## config.mk

```make
export PLATFORM = sky130hd
export DESIGN_NAME = spp_mul
export DESIGN_NICKNAME = d
export VERILOG_FILES = /design/src/rtl/core/spp_pkg.sv /design/src/rtl/core/spp_mul.sv
export SDC_FILE = /design/constraint.sdc
export NUM_CORES = 1
export LEC_CHECK = 0
export BUFFER_PORTS_ARGS = -buffer_cell sky130_fd_sc_hd__buf_4
export CORE_AREA = 4 4 215 217
export DETAILED_ROUTE_END_ITERATION = 12
export DIE_AREA = 0 0 219 221
export HOLD_SLACK_MARGIN = 0.02
export PLACE_DENSITY = 0.59
export SYNTH_ARGS = -nofsm -noshare
export SYNTH_HDL_FRONTEND = slang
export SYNTH_SLANG_ARGS = --single-unit
```

## constraint.sdc

```tcl
create_clock -name clk -period 8.2 [get_ports clk]
set_clock_uncertainty 0.1 [all_clocks]
set_input_delay 0.41 -clock clk [delete_from_list [all_inputs] [get_ports clk]]
set_output_delay 0.41 -clock clk [all_outputs]
set_load 0.1 [all_outputs]
```

## src/rtl/core/spp_pkg.sv

```systemverilog
// spp_pkg: shared constants, types and saturation helpers for the stereo
// ping-pong delay. No dependencies; imported by the line memory, the multiplier and the top level.
package spp_pkg;

	localparam int SAMPLE_BITS = 16;
	localparam int STATE_BITS  = 24;
	localparam int STATE_SHIFT = STATE_BITS - SAMPLE_BITS;
	localparam int ADDR_BITS   = 16;
	localparam int LINE_DEPTH  = 1 << ADDR_BITS;
	localparam int CFG_BITS    = 16;
	localparam int IDX_BITS    = 3;
	localparam int MUL_A_BITS  = 28;
	localparam int MUL_B_BITS  = 16;
	localparam int PROD_BITS   = MUL_A_BITS + MUL_B_BITS + 1;

	localparam logic [CFG_BITS-1:0] UNITY = 16'h8000;

	// register indexes
	localparam logic [IDX_BITS-1:0] REG_DELAY    = 3'd0;
	localparam logic [IDX_BITS-1:0] REG_FEEDBACK = 3'd1;
	localparam logic [IDX_BITS-1:0] REG_PAN      = 3'd2;
	localparam logic [IDX_BITS-1:0] REG_WET      = 3'd3;
	localparam logic [IDX_BITS-1:0] REG_LP_COEF  = 3'd4;
	localparam logic [IDX_BITS-1:0] REG_HP_COEF  = 3'd5;

	// reset values
	localparam logic [CFG_BITS-1:0] RST_DELAY    = 16'd24000;
	localparam logic [CFG_BITS-1:0] RST_FEEDBACK = 16'd16384;
	localparam logic [CFG_BITS-1:0] RST_PAN      = 16'd16384;
	localparam logic [CFG_BITS-1:0] RST_WET      = 16'd32768;
	localparam logic [CFG_BITS-1:0] RST_LP_COEF  = 16'd32768;
	localparam logic [CFG_BITS-1:0] RST_HP_COEF  = 16'd128;

	typedef struct packed {
		logic                         en;
		logic signed [MUL_A_BITS-1:0] a;
		logic [MUL_B_BITS-1:0]        b;
	} mul_req_t;

	typedef struct packed {
		logic                       en;
		logic [ADDR_BITS-1:0]       addr;
		logic [2*SAMPLE_BITS-1:0]   data;
	} line_wr_t;

	function automatic logic signed [STATE_BITS-1:0] sat_state(
		input logic signed [STATE_BITS+2:0] a);
		logic [3:0] hi;
		hi = a[STATE_BITS+2:STATE_BITS-1];
		if (hi == 4'b0000 || hi == 4'b1111) begin
			return a[STATE_BITS-1:0];
		end else if (a[STATE_BITS+2]) begin
			return {1'b1, {(STATE_BITS-1){1'b0}}};
		end else begin
			return {1'b0, {(STATE_BITS-1){1'b1}}};
		end
	endfunction

	function automatic logic signed [SAMPLE_BITS-1:0] sat_sample(
		input logic signed [SAMPLE_BITS+5:0] a);
		logic [6:0] hi;
		hi = a[SAMPLE_BITS+5:SAMPLE_BITS-1];
		if (hi == 7'b0000000 || hi == 7'b1111111) begin
			return a[SAMPLE_BITS-1:0];
		end else if (a[SAMPLE_BITS+5]) begin
			return {1'b1, {(SAMPLE_BITS-1){1'b0}}};
		end else begin
			return {1'b0, {(SAMPLE_BITS-1){1'b1}}};
		end
	endfunction

endpackage

```

## src/rtl/core/spp_mul.sv

```systemverilog
// spp_mul: the shared signed-by-unsigned multiplier with a registered product,
// used for every filter, pan, feedback and mix product. Depends on spp_pkg.
module spp_mul (
	input  logic                                  clk,
	input  spp_pkg::mul_req_t                     req,
	output logic signed [spp_pkg::PROD_BITS-1:0]  prod
);
	import spp_pkg::*;

	logic signed [PROD_BITS-1:0] ax;
	logic signed [PROD_BITS-1:0] bx;

	assign ax = PROD_BITS'(req.a);
	assign bx = PROD_BITS'($signed({1'b0, req.b}));

	always_ff @(posedge clk) begin
		if (req.en) begin
			prod <= ax * bx;
		end
	end

endmodule

```

==> run metrics <==
crit-path leading delay family=adder cells; Hold Fails Final Rpt=0; Max-Cap Viols=0; #FFs+latches synth=45; layout cells sized above 1=5.53%; clock slew seen by the registers of the worst setup and hold paths=0.07 ns; Seq/Total Area, Yosys=7.72%; outcome=completed; io pins=91; crit-path cells=buf_4, nand2_1, fa_1, inv_1, fa_1, inv_1, fa_1, inv_1, fa_1, fa_1, inv_1, fa_1, inv_1, ha_1, a21o_1, a211oi_1, o211ai_1, o221ai_1, o221ai_1, a21o_1, a31oi_1, o21ai_0, xnor2_1; Yosys cell types=48; CTS tree=yes; vias in the first global route=14,468; Total Routing Usage GR=19.0%; cts bufs inserted=5; number of setup violations in the final report=0; Routed Antenna Nets=0; gpl congestion=0.843; CTS root buf=clkbuf_16; clk buf depth=2; post-CTS sizing=0; Setup TNS=0 ns; CP max stage cell=fa_1; H-tree Lvls=2; Worst EP arrival=6.93 ns; Crit path buffers/inverters=6; Least-Margin Pin Slew=0.605 ns; Cell Area, Synth=17,500 um^2; Core ar.=44,100 um^2; die height=221 um; Die Wd=219 um; WL per Instance=17.2 um; initial antenna violation count=0; DRC violations left=0; most used cell, CP=fa_1; Max Slew Vio Count=0; dpl hpwl=35.2 mm; total number of vias=12,385; CP endpoint kind=register; cts hold-fix bufs=0; largest net degree at the start of global routing=46; area grow syn2layout=7.36%; Tmin final=7.00 ns; worst hold path class=input port to register; unrepaired setup endpoints after global routing=no; number of buffers added on ports=90; setup bufs post-CTS=0; Syn Inst Count=1,909; first-pass GRT wire length=73.7 mm; nets@finish=2,521; FFs w/ async S/R, synth=0%; max frequency=143 MHz; yosys warns=0; Initial Util=39.7%; CP Max Fanout=28; DRT Pass-1 Iters=5; most frequent cells in the layout=544 x inv_1, 433 x fa_1, 279 x nand2_1; clk sink count=45; Fillers=4,480; CP Class=input port to register; commonest non-fill, non-tap cell in the layout=inv_1; headroom to the max-slew limit=59.1%; mean area per synthesized cell=9.17 um^2; registers with the most flip-flops=prod (45); Routed WL=43.4 mm; vias per cell=4.90; fin crit share=85.3%; DRT iter0 DRCs=663; Synth Net Count=2,497; # diodes=0; CP peak stage delay=0.56 ns; global route overflow=0; Critical Path Start Type=input port; CP Data Required Time=8.13 ns; DIE AREA=48,400 um^2; FP Rows=77; EDFF count, synth=45; top_reg_cell synth=edfxtp_1; Largest register FFs=45; Most flops, register=prod
cell usage after synthesis, types with 6 or more instances:
library cell	n	area (um^2)
and2_1	191	1190
a21o_1	14	105
edfxtp_1	45	1350
o21ai_0	26	130
nor2_1	20	75.1
ha_1	109	1360
o21bai_1	7	52.6
xnor2_1	32	280
clkbuf_1	71	267
inv_1	544	2040
a21oi_1	43	215
fa_1	433	8670
xor2_1	10	87.6
nand2b_1	6	37.5
nand3_1	11	55.1
nand2_1	279	1050
worst paths after layout:
check / startpoint / endpoint / depth (start not counted) / slack, ns
setup / recovery: req[8] / prod[28] / 23 / 1.20
hold / removal: req[16] / prod[0] / 2 / 0.48
stage by stage:
stage                     instances  setup slack [ns]  area, um^2  util, %  hold slack [ns]
after floorplan                1909              1.34       17500        -            0.422
after global placement         2518              1.01       18600     42.3            0.778
after detailed placement       2518             0.958       18600     42.3            0.781
after CTS                      2526              1.29       18800     42.6            0.478
after global routing           2526             0.896       18800     42.6            0.498
final                          2526              1.20       18800     42.6            0.485
cell families (layout without fill, tap and decap cells):
family                   count (synthesis)  count (layout)  share of synthesized area [%]
AND/OR/NAND/NOR                        534             534                           14.8
AO/OA/AOI/OAI                          129             129                           4.87
buffers and inverters                  617             642                           13.2
flip-flops                              45              45                           7.72
adder cells (fa/ha/maj)                542             542                           57.3
XOR/XNOR                                42              42                           2.10
final cells by class:
type,count,area [um^2],share of cell area [%]
multi-input combinational,1247,13800,73.6
inverter,544,2040,10.9
sequential,45,1350,7.19
tap,592,741,3.94
timing repair buffer,90,676,3.60
clock buffer,5,125,0.666
clock inverter,3,21.3,0.113
layer usage:
metal	GRT usage, %	wire length (um)	vias up
li1	-	-	5543
met1	22.3	16800	6485
met2	36.9	23800	293
met3	1.52	1620	64
met4	4.73	1180	0
met5	0	0	-
Power is left out: the tool's default activity adds up to more than one toggle a clock period on the data nets, which glitch-free logic cannot reach.
